$ cat src/hdl/hduart_pkg.sv
// ----------------------------------------------------------------------------
// hduart_pkg
// Shared constants and types of the half-duplex 8N1 UART transceiver core.
// ----------------------------------------------------------------------------
package hduart_pkg;

   localparam int BUFFER_DEPTH = 128;
   localparam int COUNT_W      = 8;
   localparam int INDEX_W      = 7;
   localparam int TICK_W       = 16;
   localparam int POS_W        = 4;
   localparam int BYTE_W       = 8;
   localparam int DIR_W        = 2;

   localparam int CSR_ADDR_W   = 5;
   localparam int CSR_DATA_W   = 32;
   localparam int REG_IDX_W    = 3;

   localparam int REQ_DATA_W   = 16;
   localparam int RSP_DATA_W   = 24;

   // direction codes
   localparam logic [DIR_W-1:0] DIR_IDLE = 2'd0;
   localparam logic [DIR_W-1:0] DIR_RX   = 2'd1;
   localparam logic [DIR_W-1:0] DIR_TX   = 2'd2;

   // register indexes
   localparam logic [REG_IDX_W-1:0] REG_DIRECTION    = 3'd0;
   localparam logic [REG_IDX_W-1:0] REG_BIT_TICKS    = 3'd1;
   localparam logic [REG_IDX_W-1:0] REG_POLL_TICKS   = 3'd2;
   localparam logic [REG_IDX_W-1:0] REG_FIRST_TICKS  = 3'd3;
   localparam logic [REG_IDX_W-1:0] REG_START_TICKS  = 3'd4;

   // register reset values
   localparam logic [TICK_W-1:0] BIT_TICKS_RST   = 16'd96;
   localparam logic [TICK_W-1:0] POLL_TICKS_RST  = 16'd25;
   localparam logic [TICK_W-1:0] FIRST_TICKS_RST = 16'd80;
   localparam logic [TICK_W-1:0] START_TICKS_RST = 16'd57;

   typedef struct packed {
      logic [DIR_W-1:0]  direction;
      logic [TICK_W-1:0] bit_ticks;
      logic [TICK_W-1:0] poll_ticks;
      logic [TICK_W-1:0] first_ticks;
      logic [TICK_W-1:0] start_ticks;
      logic              arm;
      logic [DIR_W-1:0]  arm_dir;
   } cfg_type;

   typedef struct packed {
      logic              rx_level;
      logic              send_valid;
      logic [BYTE_W-1:0] send_data;
      logic              rx_rearm;
   } req_item_type;

   typedef struct packed {
      logic               tx_level;
      logic               tx_ready;
      logic               send_taken;
      logic               rx_valid;
      logic [BYTE_W-1:0]  rx_data;
      logic [INDEX_W-1:0] rx_index;
      logic               rx_full;
   } rsp_item_type;

endpackage

$ cat src/hdl/hduart_csr.sv
// ----------------------------------------------------------------------------
// hduart_csr
// APB-style register file: direction and tick-count registers, arm pulse.
// ----------------------------------------------------------------------------
module hduart_csr (
   input  logic                                clock,
   input  logic                                reset,
   input  logic                                csr_psel,
   input  logic                                csr_penable,
   input  logic                                csr_pwrite,
   input  logic [hduart_pkg::CSR_ADDR_W-1:0]   csr_paddr,
   input  logic [hduart_pkg::CSR_DATA_W-1:0]   csr_pwdata,
   output logic [hduart_pkg::CSR_DATA_W-1:0]   csr_prdata,
   output logic                                csr_pready,
   output hduart_pkg::cfg_type                 cfg
);

   logic [hduart_pkg::DIR_W-1:0]     dir_ff;
   logic [hduart_pkg::TICK_W-1:0]    bit_ticks_ff;
   logic [hduart_pkg::TICK_W-1:0]    poll_ticks_ff;
   logic [hduart_pkg::TICK_W-1:0]    first_ticks_ff;
   logic [hduart_pkg::TICK_W-1:0]    start_ticks_ff;
   logic [hduart_pkg::REG_IDX_W-1:0] reg_idx;
   logic                             wr_en;

   assign csr_pready = 1'b1;
   assign reg_idx    = csr_paddr[4:2];
   assign wr_en      = csr_psel && csr_penable && csr_pwrite && csr_pready;

   always_ff @(posedge clock) begin
      if (reset) begin
         dir_ff         <= hduart_pkg::DIR_IDLE;
         bit_ticks_ff   <= hduart_pkg::BIT_TICKS_RST;
         poll_ticks_ff  <= hduart_pkg::POLL_TICKS_RST;
         first_ticks_ff <= hduart_pkg::FIRST_TICKS_RST;
         start_ticks_ff <= hduart_pkg::START_TICKS_RST;
      end else if (wr_en) begin
         unique case (reg_idx)
            hduart_pkg::REG_DIRECTION:   dir_ff         <= csr_pwdata[1:0];
            hduart_pkg::REG_BIT_TICKS:   bit_ticks_ff   <= csr_pwdata[15:0];
            hduart_pkg::REG_POLL_TICKS:  poll_ticks_ff  <= csr_pwdata[15:0];
            hduart_pkg::REG_FIRST_TICKS: first_ticks_ff <= csr_pwdata[15:0];
            hduart_pkg::REG_START_TICKS: start_ticks_ff <= csr_pwdata[15:0];
            default: ;
         endcase
      end
   end

   always_comb begin
      unique case (reg_idx)
         hduart_pkg::REG_DIRECTION:   csr_prdata = {30'd0, dir_ff};
         hduart_pkg::REG_BIT_TICKS:   csr_prdata = {16'd0, bit_ticks_ff};
         hduart_pkg::REG_POLL_TICKS:  csr_prdata = {16'd0, poll_ticks_ff};
         hduart_pkg::REG_FIRST_TICKS: csr_prdata = {16'd0, first_ticks_ff};
         hduart_pkg::REG_START_TICKS: csr_prdata = {16'd0, start_ticks_ff};
         default:                     csr_prdata = '0;
      endcase
   end

   always_comb begin
      cfg.direction   = dir_ff;
      cfg.bit_ticks   = bit_ticks_ff;
      cfg.poll_ticks  = poll_ticks_ff;
      cfg.first_ticks = first_ticks_ff;
      cfg.start_ticks = start_ticks_ff;
      // direction write restarts the engine with the new side
      cfg.arm         = wr_en && (reg_idx == hduart_pkg::REG_DIRECTION);
      cfg.arm_dir     = csr_pwdata[1:0];
   end

endmodule

$ cat src/hdl/hduart_engine.sv
// ----------------------------------------------------------------------------
// hduart_engine
// Tick-driven UART state: shared bit timer, receive sampler, transmit shifter.
// ----------------------------------------------------------------------------
module hduart_engine (
   input  logic                     clock,
   input  logic                     reset,
   input  hduart_pkg::cfg_type      cfg,
   input  logic                     step,
   input  hduart_pkg::req_item_type item,
   output hduart_pkg::rsp_item_type result
);

   logic [hduart_pkg::TICK_W-1:0]  cnt_ff,   cnt_in;
   logic [hduart_pkg::POS_W-1:0]   pos_ff,   pos_in;
   logic [hduart_pkg::BYTE_W-1:0]  shift_ff, shift_in;
   logic                           rx_on_ff, rx_on_in;
   logic                           done_ff,  done_in;
   logic [hduart_pkg::COUNT_W-1:0] count_ff, count_in;
   logic                           line_ff,  line_in;

   logic                           fires;
   logic [hduart_pkg::TICK_W-1:0]  cnt_dec;
   logic [hduart_pkg::POS_W-1:0]   pos_inc;
   logic [hduart_pkg::POS_W-1:0]   pos_dec;
   logic [hduart_pkg::BYTE_W-1:0]  shift_rx;

   assign fires    = (cnt_ff <= 16'd1);
   assign cnt_dec  = cnt_ff - 16'd1;
   assign pos_inc  = pos_ff + 4'd1;
   assign pos_dec  = pos_ff - 4'd1;
   assign shift_rx = {item.rx_level, shift_ff[7:1]};

   always_comb begin
      cnt_in   = cnt_ff;
      pos_in   = pos_ff;
      shift_in = shift_ff;
      rx_on_in = rx_on_ff;
      done_in  = done_ff;
      count_in = count_ff;
      line_in  = line_ff;
      result   = '0;

      if (cfg.direction == hduart_pkg::DIR_RX && rx_on_ff) begin
         if (!fires) begin
            cnt_in = cnt_dec;
         end else if (pos_ff == 4'd0) begin
            if (item.rx_level) begin
               cnt_in = cfg.poll_ticks;
            end else begin
               cnt_in   = cfg.first_ticks;
               pos_in   = 4'd1;
               shift_in = '0;
            end
         end else begin
            cnt_in = cfg.bit_ticks;
            pos_in = pos_inc;
            if (pos_inc <= 4'd9) begin
               shift_in = shift_rx;
               if (pos_inc == 4'd9) begin
                  if (count_ff < hduart_pkg::COUNT_W'(hduart_pkg::BUFFER_DEPTH)) begin
                     result.rx_valid = 1'b1;
                     result.rx_data  = shift_rx;
                     result.rx_index = count_ff[hduart_pkg::INDEX_W-1:0];
                     count_in        = count_ff + 8'd1;
                  end else begin
                     // buffer full: drop byte and stop receiving
                     result.rx_full = 1'b1;
                     rx_on_in       = 1'b0;
                     pos_in         = 4'd0;
                     cnt_in         = '0;
                  end
               end
            end else begin
               // stop period over, back to polling
               pos_in = 4'd0;
               cnt_in = cfg.poll_ticks;
            end
         end
      end else if (cfg.direction == hduart_pkg::DIR_TX) begin
         if (done_ff) begin
            if (item.send_valid) begin
               result.send_taken = 1'b1;
               shift_in = item.send_data;
               pos_in   = 4'd10;
               cnt_in   = cfg.start_ticks;
               line_in  = 1'b0;
               done_in  = 1'b0;
            end
         end else if (!fires) begin
            cnt_in = cnt_dec;
         end else begin
            cnt_in = cfg.bit_ticks;
            pos_in = pos_dec;
            if (pos_dec > 4'd1 && pos_dec <= 4'd9) begin
               line_in  = shift_ff[0];
               shift_in = {1'b0, shift_ff[7:1]};
            end else begin
               line_in = 1'b1;
               if (pos_dec == 4'd0 || pos_dec > 4'd9) begin
                  pos_in  = 4'd0;
                  done_in = 1'b1;
                  cnt_in  = '0;
               end
            end
         end
      end

      // rearm after the timer work of this tick
      if (item.rx_rearm) begin
         count_in = '0;
         if (cfg.direction == hduart_pkg::DIR_RX && !rx_on_in) begin
            rx_on_in = 1'b1;
            pos_in   = 4'd0;
            cnt_in   = cfg.poll_ticks;
         end
      end

      result.tx_level = line_in;
      result.tx_ready = (cfg.direction == hduart_pkg::DIR_TX) && done_in;
   end

   always_ff @(posedge clock) begin
      if (reset) begin
         cnt_ff   <= '0;
         pos_ff   <= '0;
         shift_ff <= '0;
         rx_on_ff <= 1'b0;
         done_ff  <= 1'b1;
         count_ff <= '0;
         line_ff  <= 1'b1;
      end else if (cfg.arm) begin
         pos_ff   <= '0;
         done_ff  <= 1'b1;
         line_ff  <= 1'b1;
         rx_on_ff <= (cfg.arm_dir == hduart_pkg::DIR_RX);
         cnt_ff   <= (cfg.arm_dir == hduart_pkg::DIR_RX) ? cfg.poll_ticks : '0;
      end else if (step) begin
         cnt_ff   <= cnt_in;
         pos_ff   <= pos_in;
         shift_ff <= shift_in;
         rx_on_ff <= rx_on_in;
         done_ff  <= done_in;
         count_ff <= count_in;
         line_ff  <= line_in;
      end
   end

endmodule

$ cat src/hdl/half_duplex_uart_transceiver_core.sv
// ----------------------------------------------------------------------------
// half_duplex_uart_transceiver_core
// Half-duplex 8N1 UART advanced by one stream word per base-clock tick.
//
//   channel  ports     word contents
//   -------  --------  -------------------------------------------------
//   in       req_*     one tick: line level, send request, rearm
//   out      rsp_*     one result per tick: tx line, status, rx byte
//   config   csr_*     direction and tick-count registers, APB style
//
// One word is taken per clock cycle while rsp_* does not stall; each result
// passes the input register, then the result register, before rsp_* shows it.
// The bit timer, receive sampler and transmit shifter advance once per word.
// Reset is synchronous; it clears the engine and register-file state and empties both stages.
// A stalled result holds in its register while one more word is taken into
// the input register; rsp_tready low then stalls req_tready.
// ----------------------------------------------------------------------------
module half_duplex_uart_transceiver_core (
   input  logic                              clock,
   input  logic                              reset,
   input  logic                              req_tvalid,
   output logic                              req_tready,
   // [0] rx_level, [1] send_valid, [9:2] send_data, [10] rx_rearm, [15:11] zero
   input  logic [hduart_pkg::REQ_DATA_W-1:0] req_tdata,
   output logic                              rsp_tvalid,
   input  logic                              rsp_tready,
   // [0] tx_level, [1] tx_ready, [2] send_taken, [3] rx_valid, [11:4] rx_data,
   // [18:12] rx_index, [19] rx_full, [23:20] zero
   output logic [hduart_pkg::RSP_DATA_W-1:0] rsp_tdata,
   input  logic                              csr_psel,
   input  logic                              csr_penable,
   input  logic                              csr_pwrite,
   input  logic [hduart_pkg::CSR_ADDR_W-1:0] csr_paddr,
   input  logic [hduart_pkg::CSR_DATA_W-1:0] csr_pwdata,
   output logic [hduart_pkg::CSR_DATA_W-1:0] csr_prdata,
   output logic                              csr_pready
);

   hduart_pkg::cfg_type      cfg;
   hduart_pkg::req_item_type in_item_ff;
   hduart_pkg::req_item_type req_item;
   hduart_pkg::rsp_item_type out_item_ff;
   hduart_pkg::rsp_item_type step_result;
   logic                     in_valid_ff, in_valid_in;
   logic                     out_valid_ff, out_valid_in;
   logic                     out_free;
   logic                     advance;
   logic                     req_take;

   assign out_free   = !out_valid_ff || rsp_tready;
   assign advance    = in_valid_ff && out_free;
   assign req_tready = !in_valid_ff || out_free;
   assign req_take   = req_tvalid && req_tready;

   assign req_item.rx_level   = req_tdata[0];
   assign req_item.send_valid = req_tdata[1];
   assign req_item.send_data  = req_tdata[9:2];
   assign req_item.rx_rearm   = req_tdata[10];

   always_comb begin
      in_valid_in = in_valid_ff;
      if (req_take) begin
         in_valid_in = 1'b1;
      end else if (advance) begin
         in_valid_in = 1'b0;
      end
      out_valid_in = out_valid_ff;
      if (advance) begin
         out_valid_in = 1'b1;
      end else if (rsp_tready) begin
         out_valid_in = 1'b0;
      end
   end

   always_ff @(posedge clock) begin
      if (reset) begin
         in_valid_ff  <= 1'b0;
         out_valid_ff <= 1'b0;
      end else begin
         in_valid_ff  <= in_valid_in;
         out_valid_ff <= out_valid_in;
      end
   end

   always_ff @(posedge clock) begin
      if (req_take) begin
         in_item_ff <= req_item;
      end
      if (advance) begin
         out_item_ff <= step_result;
      end
   end

   hduart_csr u_csr (
      .clock       (clock),
      .reset       (reset),
      .csr_psel    (csr_psel),
      .csr_penable (csr_penable),
      .csr_pwrite  (csr_pwrite),
      .csr_paddr   (csr_paddr),
      .csr_pwdata  (csr_pwdata),
      .csr_prdata  (csr_prdata),
      .csr_pready  (csr_pready),
      .cfg         (cfg)
   );

   hduart_engine u_engine (
      .clock  (clock),
      .reset  (reset),
      .cfg    (cfg),
      .step   (advance),
      .item   (in_item_ff),
      .result (step_result)
   );

   assign rsp_tvalid = out_valid_ff;
   assign rsp_tdata  = {4'd0,
                        out_item_ff.rx_full,
                        out_item_ff.rx_index,
                        out_item_ff.rx_data,
                        out_item_ff.rx_valid,
                        out_item_ff.send_taken,
                        out_item_ff.tx_ready,
                        out_item_ff.tx_level};

endmodule

$ cat config.mk
export PLATFORM = sky130hd
export DESIGN_NAME = half_duplex_uart_transceiver_core
export DESIGN_NICKNAME = d
export VERILOG_FILES = /design/src/hdl/hduart_pkg.sv /design/src/hdl/hduart_csr.sv /design/src/hdl/hduart_engine.sv /design/src/hdl/half_duplex_uart_transceiver_core.sv
export SDC_FILE = /design/constraint.sdc
export NUM_CORES = 1
export LEC_CHECK = 0
export BUFFER_PORTS_ARGS = -buffer_cell sky130_fd_sc_hd__clkbuf_2
export CORE_ASPECT_RATIO = 1.5
export CORE_UTILIZATION = 50
export DETAILED_ROUTE_END_ITERATION = 16
export HOLD_SLACK_MARGIN = 0.15
export PLACE_DENSITY_LB_ADDON = 0.1
export SETUP_SLACK_MARGIN = 0.2
export SLEW_MARGIN = 20
export SYNTH_ARGS = -nofsm -noshare
export SYNTH_HDL_FRONTEND = slang
export SYNTH_SLANG_ARGS = --single-unit
export TNS_END_PERCENT = 50
$ cat constraint.sdc
create_clock -name clock -period 2.7 [get_ports clock]
set_input_delay 0.54 -clock clock [delete_from_list [all_inputs] [get_ports clock]]
set_output_delay 0.54 -clock clock [all_outputs]
set_load 0.03 [all_outputs]
==> flow_summary.json, run 1 <==
{
  "drv_slew": 0,
  "cp.buffers_inverters": 2,
  "maxCapViolations": 0,
  "rrSetupSlack_ps": 250,
  "drt_wl_total_um": 28200,
  "dr.pass1.iters": 8,
  "clk_latency_ps": 430,
  "synth_warnings": 0,
  "final_layout_size_suffix_gt1_share_pct": 23.1,
  "crit_path_end_kind": "flop",
  "hp-class": "input port to flop",
  "htreeDepth": 4,
  "antenna_left": 0,
  "power_mw": 5.46,
  "max_slew_margin_pct": 52.7,
  "ir_worst_vdd_mv": 0.425,
  "synth_area_per_cell_um2": 7.88,
  "die_x_um": 107,
  "combPwrFrac_pct": 15.1,
  "grt_max_degree": 33,
  "worst_setup_path_start_kind": "flop",
  "drc": 0,
  "path_cells": "ha_1, and2_1, a21oi_2, o32a_1, buf_4, o22ai_2, buf_4, a21oi_1, o221ai_1, a31oi_1",
  "hold_path_startpoint": "req_tdata[6]",
  "synth_cell_types": 82,
  "cts_made_buffers": 17,
  "finalSetupViolations": 0,
  "core_area_um2": 16100,
  "critPathTopFamily": "compound AO/OA/AOI/OAI gates",
  "rsz0062_at_grt": "true",
  "start_util_pct": 50.8,
  "vias": 8283,
  "yosysSeqAreaShare_pct": 37.5,
  "clkPwrFrac_pct": 44.6,
  "hold_path_end": "in_item_ff[5]$_DFFE_PP_",
  "die_h_um": 159,
  "pwr_density_cell_nw_per_um2": 543,
  "final_common_cell": "nand2_1",
  "antenna_cells": 0,
  "setup_tns_ps": 0,
  "grt_pass1_vias": 8063,
  "synth_edf_count": 31,
  "intPower_mw": 3.95,
  "vias_per_cell": 6.02,
  "crit_top_cell": "buf_4",
  "status": "finished clean",
  "reg2reg_from": "u_engine.pos_ff[1]$_SDFFE_PP0P_",
  "synth_seq_cells": 138,
  "grt_antenna_before_repair": 0,
  "path_max_fanout": 6,
  "place_congestion": 0.995,
  "synth.largest_area_cell": "dfxtp_1",
  "r2r_cells": 10,
  "period_minus_slack_ps": 2450,
  "swShare_pct": 27.7,
  "cts_tree": "built",
  "yosys-top-cells-area": "dfxtp_1, edfxtp_1, nand2_1, a21oi_1, o21ai_0",
  "area_growth_syn_to_layout_pct": 22.6,
  "period_share_pct": 90.6,
  "pin_count": 119,
  "p_sw_mw": 1.51,
  "max_stage_delay_ps": 350,
  "port_buffers": 74,
  "clock_path_buffers": 2,
  "yosys.area.top_type_share_pct": 26.1,
  "cts_root_buffer": "clkbuf_16",
  "clock_skew_ps": 12.6,
  "rows": 57,
  "synth_flop_cell": "dfxtp_1",
  "cp_slowest_cell": "dfxtp_1",
  "synth_cells": 1040,
  "grt_overflow": 0,
  "dp_hpwl_um": 21200,
  "grt.total_usage_pct": 34.0,
  "die-area_um2": 16900,
  "hold_violations": 0,
  "async_flop_share_pct": 0,
  "clk_pin_slew_ps": 70,
  "worst_slew_pin_slew_ps": 710,
  "hold_path_depth": 1,
  "leakage_nw": 3.86,
  "clock-sinks": 138,
  "clock.fmax_mhz": 409,
  "final_cell_mix": "nand2_1, a21oi_1, dfxtp_1, buf_4, clkbuf_2",
  "wl_per_cell_um": 20.5,
  "fin_nets": 1228,
  "pwr-share-seq_pct": 40.2,
  "grt_pass1_wl_um": 43900,
  "required_ps": 3020,
  "critPathArrivalTime_ps": 2760,
  "syn_area_um2": 8200,
  "reg2reg_to": "u_engine.cnt_ff[12]$_SDFFE_PP0P_",
  "drtIter0Drc": 651,
  "crit_type": "flop to flop"
}
synth_stat cells (9+ instances only):
master and number:
edfxtp_1 31, dfxtp_1 107, a221oi_1 9, o21ai_0 54, nor2_1 53, nand4_1 9, mux2i_1 9, ha_1 9
xnor2_1 10, nand3b_1 18, buf_4 21, a211oi_1 12, nand2_1 224, inv_1 17, mux2_2 15, a31oi_1 10
nand3_1 20, xor2_1 9, a22oi_1 31, nor3_1 17, clkbuf_1 69, a21oi_1 108, and2_1 23, o22ai_1 13
cell families after synthesis:
logic type	share of synthesized area, %
AOI/OAI and AO/OA	24.1
xor gates and xnor gates	2.03
adders and majority gates	1.37
buffers and inverters	6.55
DFF	37.5
muxes	3.16
other	0.0916
and+or+nand+nor	25.2
cell type report:
class	instances	area, µm²
tap	206	258
fill	1534	6070
timing repair buffer	181	1240
clock buffer	20	479
clock inverter	11	133
multi-input combinational	804	4800
sequential	138	3080
inverter	17	63.8
worst max-delay path by stage:
stage	slack, ps	depth (start not counted)	to	from
floorplan	140	5	csr_prdata[15]	csr_paddr[3]
detailed placement	60	8	u_engine.pos_ff[1]$_SDFFE_PP0P_	u_engine.cnt_ff[5]$_SDFFE_PP0P_
global placement	80	8	u_engine.pos_ff[1]$_SDFFE_PP0P_	u_engine.cnt_ff[5]$_SDFFE_PP0P_
CTS	160	8	u_engine.count_ff[2]$_SDFFE_PP0P_	u_engine.cnt_ff[11]$_SDFFE_PP0P_
finish	250	10	u_engine.cnt_ff[12]$_SDFFE_PP0P_	u_engine.pos_ff[1]$_SDFFE_PP0P_
global route	160	10	u_engine.cnt_ff[7]$_SDFFE_PP0P_	u_engine.pos_ff[1]$_SDFFE_PP0P_
metrics by stage:
step                      area [µm²]  hold slack, ps  worst slack, ps  utilization (%)  std cells
after floorplan                 8290             435              144                -       1059
after global placement          9270             445             83.9             57.5       1341
after detailed placement        9270             455             56.4             57.5       1341
after CTS                       9910             275              156             61.5       1372
after global routing           10000             276              158             62.4       1377
final                          10000             279              254             62.4       1377
flip-flops by register name, indices dropped and copies added (netlist names):
signal / count
u_engine.count_ff: 8
u_engine.cnt_ff: 16
u_csr.dir_ff: 2
rsp_tvalid: 1
rsp_tdata: 20
u_csr.start_ticks_ff: 16
in_valid_ff: 1
u_csr.bit_ticks_ff: 16
u_engine.done_ff: 1
in_item_ff: 11
u_csr.first_ticks_ff: 16
u_engine.shift_ff: 8
u_engine.rx_on_ff: 1
u_csr.poll_ticks_ff: 16
u_engine.line_ff: 1
u_engine.pos_ff: 4
layer usage:
metal  GRT usage (%)  up-vias  wire, µm
li1                -     3946         -
met4            22.7        0      1880
met5               0        -         0
met3            5.54      115      1580
met1            38.7     3849     10700
met2            57.6      373     14100
power by group through the flow:
stage / registers [mW] / clock network, mW / logic, mW
2_1_floorplan: 2.25 / 0 / 0.486
3_3_place_gp: 2.24 / 0 / 0.786
3_5_place_dp: 2.24 / 0 / 0.786
4_1_cts: 2.19 / 2.46 / 0.798
5_1_grt: 2.20 / 2.54 / 0.879
6_report: 2.20 / 2.44 / 0.825
what timing repair did:
action,4_1_cts,5_1_grt
hold buffers,0,0
buffers inserted,0,5
pin swaps,0,12
endpoints found under the setup margin,17,32
endpoints found under the hold margin,0,0
gates resized for setup,9,26
No activity file was read; power rests on OpenSTA's default activity.
==> run 2: changes to the inputs <==
clock period = 2.4 ns   (was 2.7 ns; I/O delays follow)
==> flow_summary.json, run 2 (synthesis gave the netlist of run 1 again) <==
{
  "status": "finished clean",
  "drv_slew": 0,
  "rsz0062_at_grt": "true",
  "grt_pass1_vias": 8392,
  "grt_overflow": 0,
  "drc": 0,
  "cp_slowest_cell": "or4_4",
  "max_slew_margin_pct": 52.1,
  "rows": 57,
  "pwr_density_cell_nw_per_um2": 574,
  "final_common_cell": "nand2_1",
  "dp_hpwl_um": 21700,
  "grt.total_usage_pct": 35.4,
  "cts_made_buffers": 17,
  "fin_cells": 1447,
  "seqCellArea_um2": 3090,
  "port_buffers": 74,
  "hold_violations": 0,
  "swShare_pct": 28.7,
  "intPower_mw": 4.56,
  "finalSetupViolations": 0,
  "maxCapViolations": 0,
  "hold_path_startpoint": "req_tdata[10]",
  "rrSetupSlack_ps": 20,
  "antenna_left": 0,
  "path_cells": "or4_4, nor3_4, and2_4, buf_4, nand2_4, buf_4, o211a_1, o21ai_1, a21oi_1",
  "final_layout_size_suffix_gt1_share_pct": 33.7,
  "grt_pass1_wl_um": 45900,
  "start_util_pct": 50.8,
  "leakage_nw": 4.42,
  "hp-class": "input port to flop",
  "crit_type": "flop to flop",
  "cts_root_buffer": "clkbuf_16",
  "worst_setup_path_start_kind": "flop",
  "multiInputGateArea_um2": 5230,
  "core_area_um2": 16100,
  "hold_path_end": "in_item_ff[0]$_DFFE_PP_",
  "clock.fmax_mhz": 420,
  "fin_nets": 1297,
  "fill_cells": 1391,
  "hold_path_depth": 1,
  "path_max_fanout": 6,
  "crit_path_end_kind": "flop",
  "clock_path_buffers": 2,
  "dr.pass1.iters": 8,
  "antenna_cells": 0,
  "setup_tns_ps": 0,
  "die_x_um": 107,
  "max_stage_delay_ps": 590,
  "p_sw_mw": 1.83,
  "period_minus_slack_ps": 2380,
  "clk_pin_slew_ps": 70,
  "drtIter0Drc": 672,
  "clock_skew_ps": 10.5,
  "place_area_um2": 9680,
  "ir_worst_vdd_mv": 0.479,
  "period_share_pct": 99.2,
  "vias": 8724,
  "r2r_cells": 9,
  "combPwrFrac_pct": 17.9,
  "die-area_um2": 16900,
  "place_congestion": 1.05,
  "reg2reg_from": "u_engine.cnt_ff[2]$_SDFFE_PP0P_",
  "largest_reg_flops": 20,
  "required_ps": 2700,
  "cts_tree": "built",
  "grt_antenna_before_repair": 0,
  "clock-sinks": 138,
  "final_cell_mix": "nand2_1, buf_4, a21oi_1, dfxtp_1, clkbuf_2",
  "critPathArrivalTime_ps": 2680,
  "fin_area_um2": 11100,
  "holdWs_ps": 227,
  "crit_top_cell": "buf_4",
  "wl_per_cell_um": 20.6,
  "area_growth_syn_to_layout_pct": 35.8,
  "clkPwrFrac_pct": 43.6,
  "dp.cells": 1386,
  "pwr-share-seq_pct": 38.5,
  "htreeDepth": 4,
  "die_h_um": 159,
  "vias_per_cell": 6.03,
  "drt_wl_total_um": 29800,
  "worst_slew_pin_slew_ps": 716,
  "utilization_pct": 69.1,
  "clk_latency_ps": 420,
  "reg2reg_to": "u_engine.pos_ff[0]$_SDFFE_PP0P_",
  "pin_count": 119,
  "grt_max_degree": 69
}
==> run 2: cell types whose count changed in the layout (fill, tap and decap cells not counted), moves of 9 or more <==
| cell | previous run | this run |
|---|---|---|
| o21ai_0 | 38 | 24 |
| a21oi_1 | 107 | 96 |
| buf_6 | 2 | 22 |
| o21ai_2 | 0 | 16 |
| a21oi_2 | 1 | 10 |
| buf_4 | 100 | 147 |
==> run 2: repair_timing <==
item | CTS | global route
setup endpoints to repair | 36 | 58
hold buffers | 0 | 0
pin swaps | 28 | 48
gates resized for setup | 58 | 96
gates cloned | 2 | 0
setup buffers | 14 | 13
==> run 2: worst max-delay path, delay by kind of cell (launching register included) <==
family	cells	cell delay, ps
and+or+nand+nor	4	1180
AOI/OAI and AO/OA	3	430
DFF	1	340
buffers and inverters	2	310
==> run 2: final cells by class <==
type                            instances  share of cell area (%)
Clock buffer                           21                    4.33
Clock inverter                         11                    1.19
Inverter                               17                   0.641
Multi-Input combinational cell        804                    47.0
Sequential cell                       138                    27.8
Tap cell                              206                    2.32
Timing Repair Buffer                  250                    16.8
==> run 2: per-layer routing <==
layer	global-route usage [%]	wire (µm)	share of wire (%)
met2	60.7	14800	50
met5	0	0	0
met1	40.7	11400	38
met3	5.62	1700	5.7
met4	21.2	1950	6.5
==> run 2: per-stage QoR <==
| step | power [mW] | setup slack, ps |
|---|---|---|
| 4_1_cts | 6.28 | 82.5 |
| 3_5_place_dp | 3.47 | -42.4 |
| 3_3_place_gp | 3.47 | -64.7 |
| 5_1_grt | 6.56 | -54.4 |
| 6_report | 6.39 | 20.0 |
| 2_1_floorplan | 3.11 | 84.5 |
==> run 2: worst max-delay path by stage <==
stage	from	endpoint	cells after the start
2_1_floorplan	u_engine.cnt_ff[5]$_SDFFE_PP0P_	u_engine.count_ff[7]$_SDFFE_PP0P_	8
3_3_place_gp	u_engine.cnt_ff[5]$_SDFFE_PP0P_	u_engine.cnt_ff[0]$_SDFFE_PP0P_	8
3_5_place_dp	u_engine.cnt_ff[4]$_SDFFE_PP0P_	u_engine.cnt_ff[5]$_SDFFE_PP0P_	8
4_1_cts	u_engine.cnt_ff[6]$_SDFFE_PP0P_	u_engine.pos_ff[1]$_SDFFE_PP0P_	8
5_1_grt	u_engine.cnt_ff[2]$_SDFFE_PP0P_	u_engine.cnt_ff[9]$_SDFFE_PP0P_	9
6_report	u_engine.cnt_ff[2]$_SDFFE_PP0P_	u_engine.pos_ff[0]$_SDFFE_PP0P_	9
==> run 2: power groups by stage <==
stage               Sequential (mW)  Clock (mW)  Combinational, mW
CTS                            2.46        2.81               1.02
global placement               2.51           0              0.958
detailed placement             2.51           0              0.959
floorplan                      2.53           0              0.575
global route                   2.47        2.90               1.20
finish                         2.46        2.78               1.14
